<file path="src/sv/epsm_pkg.sv">
`timescale 1ns / 1ps
`default_nettype none
// ----------------------------------------------------------------------------
// epsm_pkg: shared types and constants
// Item kinds, register indexes, field widths and reset values of the meter.
// ----------------------------------------------------------------------------
package epsm_pkg;

  localparam int KIND_W   = 2;
  localparam int COUNT_W  = 16;
  localparam int PERIOD_W = 32;
  localparam int SPEED_W  = 29;
  localparam int STALL_W  = 8;
  localparam int SCALE_W  = 24;
  localparam int CFG_IDX_W  = 3;
  localparam int CFG_DATA_W = 24;

  typedef logic [KIND_W-1:0]    kind_t;
  typedef logic [CFG_IDX_W-1:0] cfg_idx_t;

  localparam kind_t KIND_CAPTURE = 2'd0;
  localparam kind_t KIND_WRAP    = 2'd1;
  localparam kind_t KIND_READ    = 2'd2;

  localparam cfg_idx_t REG_RELOAD_SPAN = 3'd0;
  localparam cfg_idx_t REG_HALF_SPAN   = 3'd1;
  localparam cfg_idx_t REG_STALL_TICKS = 3'd2;
  localparam cfg_idx_t REG_DIR_INVERT  = 3'd3;
  localparam cfg_idx_t REG_SPEED_SCALE = 3'd4;

  localparam logic [COUNT_W-1:0] RESET_RELOAD_SPAN = 16'd10000;
  localparam logic [COUNT_W-1:0] RESET_HALF_SPAN   = 16'd5000;
  localparam logic [STALL_W-1:0] RESET_STALL_TICKS = 8'd4;
  localparam logic [SCALE_W-1:0] RESET_SPEED_SCALE = 24'd1000000;

  localparam logic signed [SPEED_W-1:0]  SPEED_MAX  = 29'sh0FFF_FFFF;
  localparam logic signed [SPEED_W-1:0]  SPEED_MIN  = 29'sh1000_0000;
  localparam logic signed [PERIOD_W-1:0] PERIOD_MAX = 32'sh7FFF_FFFF;
  localparam logic signed [PERIOD_W-1:0] PERIOD_MIN = 32'sh8000_0000;

endpackage
`default_nettype wire

</file>
<file path="src/sv/epsm_if.sv">
`timescale 1ns / 1ps
`default_nettype none
// ----------------------------------------------------------------------------
// epsm_if: item channels
// Valid/ready channels for input items and result items.
// ----------------------------------------------------------------------------
interface epsm_in_if
  import epsm_pkg::*;
();
  logic               valid;
  logic               ready;
  kind_t              kind;
  logic [COUNT_W-1:0] capture_count;
  logic               wrap_pending;
  logic               direction_level;

  modport source (output valid, kind, capture_count, wrap_pending, direction_level,
                  input ready);
  modport sink   (input valid, kind, capture_count, wrap_pending, direction_level,
                  output ready);
endinterface

interface epsm_out_if
  import epsm_pkg::*;
();
  logic                       valid;
  logic                       ready;
  logic signed [PERIOD_W-1:0] period_ticks;
  logic                       sample_taken;
  logic                       stall_flag;
  logic signed [SPEED_W-1:0]  speed_q8;
  logic                       speed_valid;

  modport source (output valid, period_ticks, sample_taken, stall_flag, speed_q8,
                  speed_valid, input ready);
  modport sink   (input valid, period_ticks, sample_taken, stall_flag, speed_q8,
                  speed_valid, output ready);
endinterface
`default_nettype wire

</file>
<file path="src/sv/epsm_div.sv">
`timescale 1ns / 1ps
`default_nettype none
// ----------------------------------------------------------------------------
// epsm_div: serial unsigned divider
// Restoring division, one quotient bit per cycle.
// ----------------------------------------------------------------------------
module epsm_div #(
  parameter int DIV_W = 37
) (
  input  wire logic             clk,
  input  wire logic             rst,
  input  wire logic             start,
  input  wire logic [DIV_W-1:0] dividend,
  input  wire logic [DIV_W-1:0] divisor,
  output logic                  done,
  output logic [DIV_W-1:0]      quotient
);

  localparam int CNT_W = $clog2(DIV_W + 1);

  logic             busy;
  logic [CNT_W-1:0] cnt;
  logic [DIV_W-1:0] rem;
  logic [DIV_W-1:0] dvs;
  logic [DIV_W:0]   trial;
  logic [DIV_W:0]   diff;
  logic             ge;

  assign trial = {rem, quotient[DIV_W-1]};
  assign diff  = trial - {1'b0, dvs};
  assign ge    = trial >= {1'b0, dvs};

  always_ff @(posedge clk) begin
    if (rst) begin
      busy <= 1'b0;
      done <= 1'b0;
      cnt  <= '0;
    end else begin
      done <= 1'b0;
      if (start) begin
        busy <= 1'b1;
        cnt  <= CNT_W'(DIV_W);
      end else if (busy) begin
        cnt <= cnt - 1'b1;
        if (cnt == CNT_W'(1)) begin
          busy <= 1'b0;
          done <= 1'b1;
        end
      end
    end
  end

  always_ff @(posedge clk) begin
    if (start) begin
      quotient <= dividend;
      rem      <= '0;
      dvs      <= divisor;
    end else if (busy) begin
      quotient <= {quotient[DIV_W-2:0], ge};
      rem      <= ge ? diff[DIV_W-1:0] : trial[DIV_W-1:0];
    end
  end

endmodule
`default_nettype wire

</file>
<file path="src/sv/encoder_period_speed_meter_top.sv">
// ----------------------------------------------------------------------------
// Capture steps ST_CAP_MUL, ST_CAP_ADD, ST_CAP_SAT, ST_CAP_ACC, wrap tick
// ST_WRAP, read ST_RD_BEG, with samples ST_RD_AVG then ST_RD_SPD for a nonzero
// average; all end in ST_FIN, as does kind 3. DIV_W = 32+clog2(QUEUE_DEPTH+1),
// serial divider run for average then speed; one item at a time, next item
// taken as its result goes out. Sync reset loads register defaults, clears state.
// ----------------------------------------------------------------------------
`timescale 1ns / 1ps
`default_nettype none
module encoder_period_speed_meter_top
  import epsm_pkg::*;
#(
  parameter int QUEUE_DEPTH = 16
) (
  input  wire logic                  clk,
  input  wire logic                  rst,
  epsm_in_if.sink                    in_ch,
  epsm_out_if.source                 out_ch,
  input  wire logic                  cfg_we,
  input  wire logic [CFG_IDX_W-1:0]  cfg_index,
  input  wire logic [CFG_DATA_W-1:0] cfg_data
);

  localparam int CNT_W = $clog2(QUEUE_DEPTH + 1);
  localparam int SUM_W = PERIOD_W + CNT_W;
  localparam int DIV_W = SUM_W;

  localparam logic [3:0] ST_IDLE    = 4'd0;
  localparam logic [3:0] ST_CAP_MUL = 4'd1;
  localparam logic [3:0] ST_CAP_ADD = 4'd2;
  localparam logic [3:0] ST_CAP_SAT = 4'd3;
  localparam logic [3:0] ST_CAP_ACC = 4'd4;
  localparam logic [3:0] ST_WRAP    = 4'd5;
  localparam logic [3:0] ST_RD_AVG  = 4'd6;
  localparam logic [3:0] ST_RD_SPD  = 4'd7;
  localparam logic [3:0] ST_FIN     = 4'd8;
  localparam logic [3:0] ST_RD_BEG  = 4'd9;

  logic [3:0] state;

  logic [COUNT_W-1:0] reload_span;
  logic [COUNT_W-1:0] half_span;
  logic [STALL_W-1:0] stall_ticks;
  logic               direction_invert;
  logic [SCALE_W-1:0] speed_scale;

  logic [COUNT_W-1:0]        wrap_counter;
  logic [COUNT_W-1:0]        last_edge_wrap;
  logic [COUNT_W-1:0]        last_capture;
  logic signed [SUM_W-1:0]   period_sum;
  logic [CNT_W-1:0]          sample_count;
  logic                      stall_seen;
  logic signed [SPEED_W-1:0] held_speed;

  logic [COUNT_W-1:0] cap_r;
  logic               pend_r;
  logic               dir_r;

  logic [32:0]          prod;
  logic signed [34:0]   praw;
  logic signed [PERIOD_W-1:0] res_period;
  logic                 res_taken;
  logic                 res_stall;
  logic                 res_valid;
  logic                 avg_neg;

  logic [COUNT_W:0]   wraps;
  logic [32:0]        mul;
  logic signed [34:0] pneg;
  logic               fits;
  logic [COUNT_W-1:0] wc_next;
  logic [COUNT_W-1:0] wrap_gap;
  logic [SUM_W-1:0]   sum_mag;

  logic             div_start;
  logic [DIV_W-1:0] div_dividend;
  logic [DIV_W-1:0] div_divisor;
  logic             div_done;
  logic [DIV_W-1:0] div_quot;

  assign in_ch.ready = (state == ST_IDLE);

  assign wraps    = {1'b0, wrap_counter - last_edge_wrap}
                  + (COUNT_W + 1)'(pend_r && (cap_r < half_span));
  assign mul      = wraps * reload_span;
  assign pneg     = (dir_r == direction_invert) ? -praw : praw;
  assign fits     = (pneg[34:31] == 4'b0000) || (pneg[34:31] == 4'b1111);
  assign wc_next  = wrap_counter + 1'b1;
  assign wrap_gap = wc_next - last_edge_wrap;
  assign sum_mag  = period_sum[SUM_W-1] ? -period_sum : period_sum;

  always_comb begin
    div_start    = 1'b0;
    div_dividend = sum_mag;
    div_divisor  = {{(DIV_W-CNT_W){1'b0}}, sample_count};
    if (state == ST_RD_BEG) begin
      div_start = (sample_count != '0);
    end else if (state == ST_RD_AVG) begin
      div_start    = div_done && (div_quot != '0);
      div_dividend = {{(DIV_W-32){1'b0}}, speed_scale, 8'd0};
      div_divisor  = div_quot;
    end
  end

  epsm_div #(
    .DIV_W (DIV_W)
  ) u_div (
    .clk      (clk),
    .rst      (rst),
    .start    (div_start),
    .dividend (div_dividend),
    .divisor  (div_divisor),
    .done     (div_done),
    .quotient (div_quot)
  );

  always_ff @(posedge clk) begin
    if (rst) begin
      reload_span      <= RESET_RELOAD_SPAN;
      half_span        <= RESET_HALF_SPAN;
      stall_ticks      <= RESET_STALL_TICKS;
      direction_invert <= 1'b0;
      speed_scale      <= RESET_SPEED_SCALE;
    end else if (cfg_we) begin
      case (cfg_index)
        REG_RELOAD_SPAN: reload_span      <= cfg_data[COUNT_W-1:0];
        REG_HALF_SPAN:   half_span        <= cfg_data[COUNT_W-1:0];
        REG_STALL_TICKS: stall_ticks      <= cfg_data[STALL_W-1:0];
        REG_DIR_INVERT:  direction_invert <= cfg_data[0];
        REG_SPEED_SCALE: speed_scale      <= cfg_data[SCALE_W-1:0];
        default: ;
      endcase
    end
  end

  always_ff @(posedge clk) begin
    if (rst) begin
      state          <= ST_IDLE;
      wrap_counter   <= '0;
      last_edge_wrap <= '0;
      last_capture   <= '0;
      period_sum     <= '0;
      sample_count   <= '0;
      stall_seen     <= 1'b0;
      held_speed     <= '0;
      out_ch.valid   <= 1'b0;
    end else begin
      if (out_ch.valid && out_ch.ready && (state != ST_FIN)) begin
        out_ch.valid <= 1'b0;
      end
      case (state)
        ST_IDLE: begin
          if (in_ch.valid) begin
            cap_r      <= in_ch.capture_count;
            pend_r     <= in_ch.wrap_pending;
            dir_r      <= in_ch.direction_level;
            res_period <= '0;
            res_taken  <= 1'b0;
            res_stall  <= 1'b0;
            res_valid  <= 1'b0;
            case (in_ch.kind)
              KIND_CAPTURE: state <= ST_CAP_MUL;
              KIND_WRAP:    state <= ST_WRAP;
              KIND_READ:    state <= ST_RD_BEG;
              default:      state <= ST_FIN;
            endcase
          end
        end
        ST_CAP_MUL: begin
          prod  <= mul;
          state <= ST_CAP_ADD;
        end
        ST_CAP_ADD: begin
          praw  <= 35'(prod) + 35'(cap_r) - 35'(last_capture);
          state <= ST_CAP_SAT;
        end
        ST_CAP_SAT: begin
          res_period     <= fits ? pneg[PERIOD_W-1:0] : (pneg[34] ? PERIOD_MIN : PERIOD_MAX);
          last_capture   <= cap_r;
          last_edge_wrap <= wrap_counter;
          state          <= ST_CAP_ACC;
        end
        ST_CAP_ACC: begin
          if (sample_count < CNT_W'(QUEUE_DEPTH)) begin
            period_sum   <= period_sum
                          + {{(SUM_W-PERIOD_W){res_period[PERIOD_W-1]}}, res_period};
            sample_count <= sample_count + 1'b1;
            res_taken    <= 1'b1;
          end
          state <= ST_FIN;
        end
        ST_WRAP: begin
          wrap_counter <= wc_next;
          if (wrap_gap >= {{(COUNT_W-STALL_W){1'b0}}, stall_ticks}) begin
            stall_seen <= 1'b1;
            res_stall  <= 1'b1;
          end
          state <= ST_FIN;
        end
        ST_RD_BEG: begin
          avg_neg      <= period_sum[SUM_W-1];
          res_valid    <= 1'b1;
          period_sum   <= '0;
          sample_count <= '0;
          stall_seen   <= 1'b0;
          if (sample_count != '0) begin
            state <= ST_RD_AVG;
          end else begin
            if (stall_seen) begin
              held_speed <= '0;
            end
            state <= ST_FIN;
          end
        end
        ST_RD_AVG: begin
          if (div_done) begin
            if (div_quot == '0) begin
              held_speed <= SPEED_MAX;
              state      <= ST_FIN;
            end else begin
              state <= ST_RD_SPD;
            end
          end
        end
        ST_RD_SPD: begin
          if (div_done) begin
            if (div_quot[DIV_W-1:SPEED_W-1] != '0) begin
              held_speed <= avg_neg ? SPEED_MIN : SPEED_MAX;
            end else if (avg_neg) begin
              held_speed <= -div_quot[SPEED_W-1:0];
            end else begin
              held_speed <= div_quot[SPEED_W-1:0];
            end
            state <= ST_FIN;
          end
        end
        ST_FIN: begin
          if (!out_ch.valid || out_ch.ready) begin
            out_ch.valid <= 1'b1;
            state        <= ST_IDLE;
          end
        end
        default: state <= ST_IDLE;
      endcase
    end
  end

  always_ff @(posedge clk) begin
    if ((state == ST_FIN) && (!out_ch.valid || out_ch.ready)) begin
      out_ch.period_ticks <= res_period;
      out_ch.sample_taken <= res_taken;
      out_ch.stall_flag   <= res_stall;
      out_ch.speed_q8     <= res_valid ? held_speed : '0;
      out_ch.speed_valid  <= res_valid;
    end
  end

`ifndef SYNTH
  a_busy_after_accept: assert property (@(posedge clk) disable iff (rst)
    (in_ch.valid && in_ch.ready) |=> (state != ST_IDLE))
    else $error("block still idle after taking an item");

  a_count_bound: assert property (@(posedge clk) disable iff (rst)
    sample_count <= CNT_W'(QUEUE_DEPTH))
    else $error("sample count beyond queue depth");

  a_div_owner: assert property (@(posedge clk) disable iff (rst)
    div_done |-> ((state == ST_RD_AVG) || (state == ST_RD_SPD)))
    else $error("divider finished outside a read");

  a_read_result: assert property (@(posedge clk) disable iff (rst)
    (out_ch.valid && out_ch.speed_valid) |->
      ((out_ch.period_ticks == '0) && !out_ch.sample_taken && !out_ch.stall_flag))
    else $error("read result carries capture or wrap fields");
`endif

endmodule
`default_nettype wire
</file>
<file path="src/flat_wrapper.sv">
// flat-port wrapper written by rule: the top's interface ports become plain ports
module encoder_period_speed_meter_top_flat import epsm_pkg::*;
#(
  parameter int QUEUE_DEPTH = 16
)
  (clk, rst, cfg_we, cfg_index, cfg_data, in_ch_valid, in_ch_kind, in_ch_capture_count, in_ch_wrap_pending, in_ch_direction_level, in_ch_ready, out_ch_valid, out_ch_period_ticks, out_ch_sample_taken, out_ch_stall_flag, out_ch_speed_q8, out_ch_speed_valid, out_ch_ready);
  epsm_in_if in_ch_i ();
  epsm_out_if out_ch_i ();
  input  wire logic clk;
  input  wire logic rst;
  input  wire logic cfg_we;
  input  wire logic [CFG_IDX_W-1:0] cfg_index;
  input  wire logic [CFG_DATA_W-1:0] cfg_data;
  input wire logic [$bits(in_ch_i.valid)-1:0] in_ch_valid;
  input wire logic [$bits(in_ch_i.kind)-1:0] in_ch_kind;
  input wire logic [$bits(in_ch_i.capture_count)-1:0] in_ch_capture_count;
  input wire logic [$bits(in_ch_i.wrap_pending)-1:0] in_ch_wrap_pending;
  input wire logic [$bits(in_ch_i.direction_level)-1:0] in_ch_direction_level;
  output wire logic [$bits(in_ch_i.ready)-1:0] in_ch_ready;
  output wire logic [$bits(out_ch_i.valid)-1:0] out_ch_valid;
  output wire logic [$bits(out_ch_i.period_ticks)-1:0] out_ch_period_ticks;
  output wire logic [$bits(out_ch_i.sample_taken)-1:0] out_ch_sample_taken;
  output wire logic [$bits(out_ch_i.stall_flag)-1:0] out_ch_stall_flag;
  output wire logic [$bits(out_ch_i.speed_q8)-1:0] out_ch_speed_q8;
  output wire logic [$bits(out_ch_i.speed_valid)-1:0] out_ch_speed_valid;
  input wire logic [$bits(out_ch_i.ready)-1:0] out_ch_ready;
  assign in_ch_i.valid = in_ch_valid;
  assign in_ch_i.kind = in_ch_kind;
  assign in_ch_i.capture_count = in_ch_capture_count;
  assign in_ch_i.wrap_pending = in_ch_wrap_pending;
  assign in_ch_i.direction_level = in_ch_direction_level;
  assign in_ch_ready = in_ch_i.ready;
  assign out_ch_valid = out_ch_i.valid;
  assign out_ch_period_ticks = out_ch_i.period_ticks;
  assign out_ch_sample_taken = out_ch_i.sample_taken;
  assign out_ch_stall_flag = out_ch_i.stall_flag;
  assign out_ch_speed_q8 = out_ch_i.speed_q8;
  assign out_ch_speed_valid = out_ch_i.speed_valid;
  assign out_ch_i.ready = out_ch_ready;
  encoder_period_speed_meter_top #(.QUEUE_DEPTH(QUEUE_DEPTH)) u_core (.clk(clk), .rst(rst), .in_ch(in_ch_i), .out_ch(out_ch_i), .cfg_we(cfg_we), .cfg_index(cfg_index), .cfg_data(cfg_data));
endmodule
</file>
<file path="config.mk">
export PLATFORM = sky130hd
export DESIGN_NAME = encoder_period_speed_meter_top_flat
export DESIGN_NICKNAME = d
export VERILOG_FILES = /design/src/sv/epsm_pkg.sv /design/src/sv/epsm_if.sv /design/src/sv/epsm_div.sv /design/src/sv/encoder_period_speed_meter_top.sv /design/src/flat_wrapper.sv
export SDC_FILE = /design/constraint.sdc
export NUM_CORES = 2
export LEC_CHECK = 0
export ABC_AREA = 1
export BUFFER_PORTS_ARGS = -buffer_cell sky130_fd_sc_hd__buf_2
export CAP_MARGIN = 25
export CORE_ASPECT_RATIO = 1.5
export CORE_MARGIN = 4
export CORE_UTILIZATION = 50
export DETAILED_ROUTE_END_ITERATION = 10
export GPL_TIMING_DRIVEN = 1
export PLACE_DENSITY = 0.65
export SETUP_SLACK_MARGIN = 0.05
export SLEW_MARGIN = 15
export SYNTH_ARGS = -nofsm -noshare
export SYNTH_HDL_FRONTEND = slang
export SYNTH_HIERARCHICAL = 1
export SYNTH_SLANG_ARGS = --single-unit
</file>
<file path="constraint.sdc">
create_clock -name clk -period 13.4 [get_ports clk]
set_input_delay 0.67 -clock clk [delete_from_list [all_inputs] [get_ports clk]]
set_output_delay 0.67 -clock clk [all_outputs]
set_load 0.03 [all_outputs]
</file>
==> impl_metrics.json <==
{
  "run_status": "finished clean",
  "antenna_found_initial": 2,
  "critPathArrivalTime_ns": 9.13,
  "clock-root-buffer": "clkbuf_16",
  "fp.coreArea_mm2": 0.0812,
  "hpwl_um": 101000,
  "use_met1_pct": 30.9,
  "syn_inst": 5595,
  "setup-violations-final": 0,
  "maxSlewViolCount": 0,
  "start_util_pct": 50.4,
  "drive_above_1_share_pct": 5.55,
  "powerDensity_mw_per_mm2": 184,
  "post_cts_resized": 0,
  "grt.busiest_layer": "met2",
  "post-route-period-util_pct": 65.3,
  "io_pins": 118,
  "path_buf_inv": 5,
  "ant_nets": 0,
  "tns_ns": 0,
  "grt_pass1_vias": 35900,
  "hold_depth": 1,
  "synth_edf_count": 260,
  "cts.sinks": 495,
  "tightest_slew_ns": 1.01,
  "relSlewSlack_pct": 32.8,
  "cpMaxStageDelayCell": "fa_1",
  "seq_area_frac_synth_pct": 30.6,
  "vias": 36300,
  "drt-vias-per-instance": 5.40,
  "path_common_cell": "nand2_1",
  "path_clk_slew_ns": 0.06,
  "syn_nets": 6152,
  "cp-end-kind": "flop",
  "ff2ff_path_depth": 34,
  "synth_cell_types": 55,
  "final_cell_mix": "1399 x nand2_1, 977 x inv_1, 546 x nor2_1",
  "synthArstFlopShare_pct": 0,
  "clk_path_buf_depth": 3,
  "use_met2_pct": 53.5,
  "cts_made_buffers": 53,
  "rows": 128,
  "diodes": 0,
  "avgSynthCellArea_um2": 7.32,
  "grt_max_degree": 73,
  "drc": 0,
  "die_h_um": 359,
  "cp_data_required_time_ns": 13.78,
  "clk_latency_ns": 0.64,
  "fillers": 7958,
  "crit_family": "adder cells",
  "grt_pass1_wl_um": 196000,
  "use_met3_pct": 3.57,
  "synth_top_area_cell": "edfxtp_1",
  "finalNetCount": 6202,
  "post-cts-setup-buffers": 0,
  "place_congestion": 1.03,
  "die_area_mm2": 0.0866,
  "cts_htree_levels": 2,
  "syn2layout_area_growth_pct": 8.11,
  "rsz0062_at_grt": "false",
  "ys.flop_type": "edfxtp_1",
  "skew_ns": 0.0301,
  "first_iter_violations": 2300,
  "crit_cells": 34,
  "finalHoldViolCount": 0,
  "syn_area_mm2": 0.0410,
  "gr-total-overflow": 0,
  "critPathMaxStageDelay_ns": 0.59,
  "wl_um": 126000,
  "ys_ff_latch": 495,
  "cap_viol_max_count": 0,
  "power_leakage_nw": 21.8,
  "holdBufCountCts": 0,
  "wl_per_cell_um": 18.8,
  "synth_warnings": 6,
  "utilization_pct": 54.5,
  "die-width_um": 242,
  "min_period_ns": 8.75,
  "cp_max_fo": 11,
  "grt_usage_pct": 28.7,
  "dp_slack_ns": 4.74,
  "cts_tree": "yes",
  "start_kind": "flop",
  "layout_commonest_cell": "nand2_1",
  "setup_ws_ns": 4.65,
  "port_buffers": 117,
  "peakVddDrop_v": 0.000378,
  "synth_top_area_share_pct": 19.1,
  "fmax_mhz": 114,
  "path_class": "flop to flop",
  "first_pass_iters": 6,
  "hp-class": "input pin to flop",
  "synth.area.top_cells": "edfxtp_1 19%, nand2_1 13%, dfxtp_1 11%"
}
## per-layer routing
layer	wire length [um]	vias to the layer above
met4	9480	0
met5	0	-
li1	-	17900
met1	45300	16800
met3	6530	417
met2	65000	1196
## worst register-to-register path: cells and delay by family, from the launching register on
kind	cells	cell delay (ns)
buffers and inverters	5	0.66
and+or+nand+nor	14	1.95
AOI/OAI and AO/OA	6	1.48
DFF	1	0.40
adders and majority gates	9	4.04
## final timing paths
kind | endpoint | start | slack, ns
worst min register to register | u_core/out_ch.stall_flag | u_core/res_stall | 0.43
worst max register to register | u_core/prod[27] | u_core/cap_r[11] | 4.65
worst max-delay path | u_core/prod[27] | u_core/cap_r[11] | 4.65
worst min-delay path | u_core/cap_r[14] | in_ch_capture_count[14] | 0.28
## synthesized netlist by cell type, types with 41 or more instances
cell,instances
nand3_1,293
ha_1,277
clkbuf_1,115
a21oi_1,416
nand2_1,1400
nand3b_1,41
inv_1,980
nand4_1,42
dfxtp_1,235
nor3_1,60
fa_1,228
xnor2_1,46
o21ai_0,306
xor2_1,105
nor2_1,548
edfxtp_1,260
## flip-flops by register name (all words and copies together), names as in the netlist, 4 cells and up
signal and count:
u_core/praw 35, u_core/u_div/rem 37, u_core/wrap_counter 16, u_core/sample_count 5, u_core/u_div/quotient 37, u_core/last_edge_wrap 16
u_core/last_capture 16, u_core/speed_scale 24, u_core/cap_r 16, u_core/u_div/dvs 37, u_core/res_period 32, u_core/half_span 16
u_core/u_div/cnt 6, u_core/stall_ticks 8, u_core/out_ch.period_ticks 32, u_core/prod 33, u_core/state 4, u_core/out_ch.speed_q8 29
u_core/reload_span 16, u_core/period_sum 37, u_core/held_speed 29
## per-stage QoR
stage	instance area (um2)	hold WS (ns)	total power [W]	std cells
after CTS	44200	0.238	0.00822	6727
final	44300	0.281	0.00816	6729
after global placement	42500	0.407	0.00664	6628
after floorplan	41000	0.400	0.00530	5595
after detailed placement	42500	0.406	0.00666	6628
after global routing	44300	0.253	0.00882	6729
## final cells by class
cell class	instances	area [um2]	area share (%)
inverter	997	3740	8.45
clock inverter	30	293	0.661
multi-input combinational	3949	24100	54.4
timing repair buffer	149	841	1.90
sequential	495	12500	28.3
clock buffer	69	1490	3.36
tap	1040	1300	2.94
## kinds of logic (layout without fill, tap and decap cells)
kind of cell,count (synthesis),in the layout,synth area share (%)
AND/OR/NAND/NOR,2462,2462,25.0
buffers and inverters,1151,1245,10.8
AO/OA/AOI/OAI,827,827,10.7
adder cells (fa/ha/maj),505,505,19.6
flip-flops,495,495,30.6
XOR/XNOR,155,155,3.39
## report_power, final
part | leakage (nW) | internal, W | total [W] | switching (W)
sequential | 4.25 | 0.00189 | 0.00201 | 0.000119
clock | 0.882 | 0.000866 | 0.00152 | 0.000651
combinational | 16.7 | 0.00159 | 0.00463 | 0.00304
total | 21.8 | 0.00434 | 0.00816 | 0.00381
No activity file was read; power rests on OpenSTA's default activity.
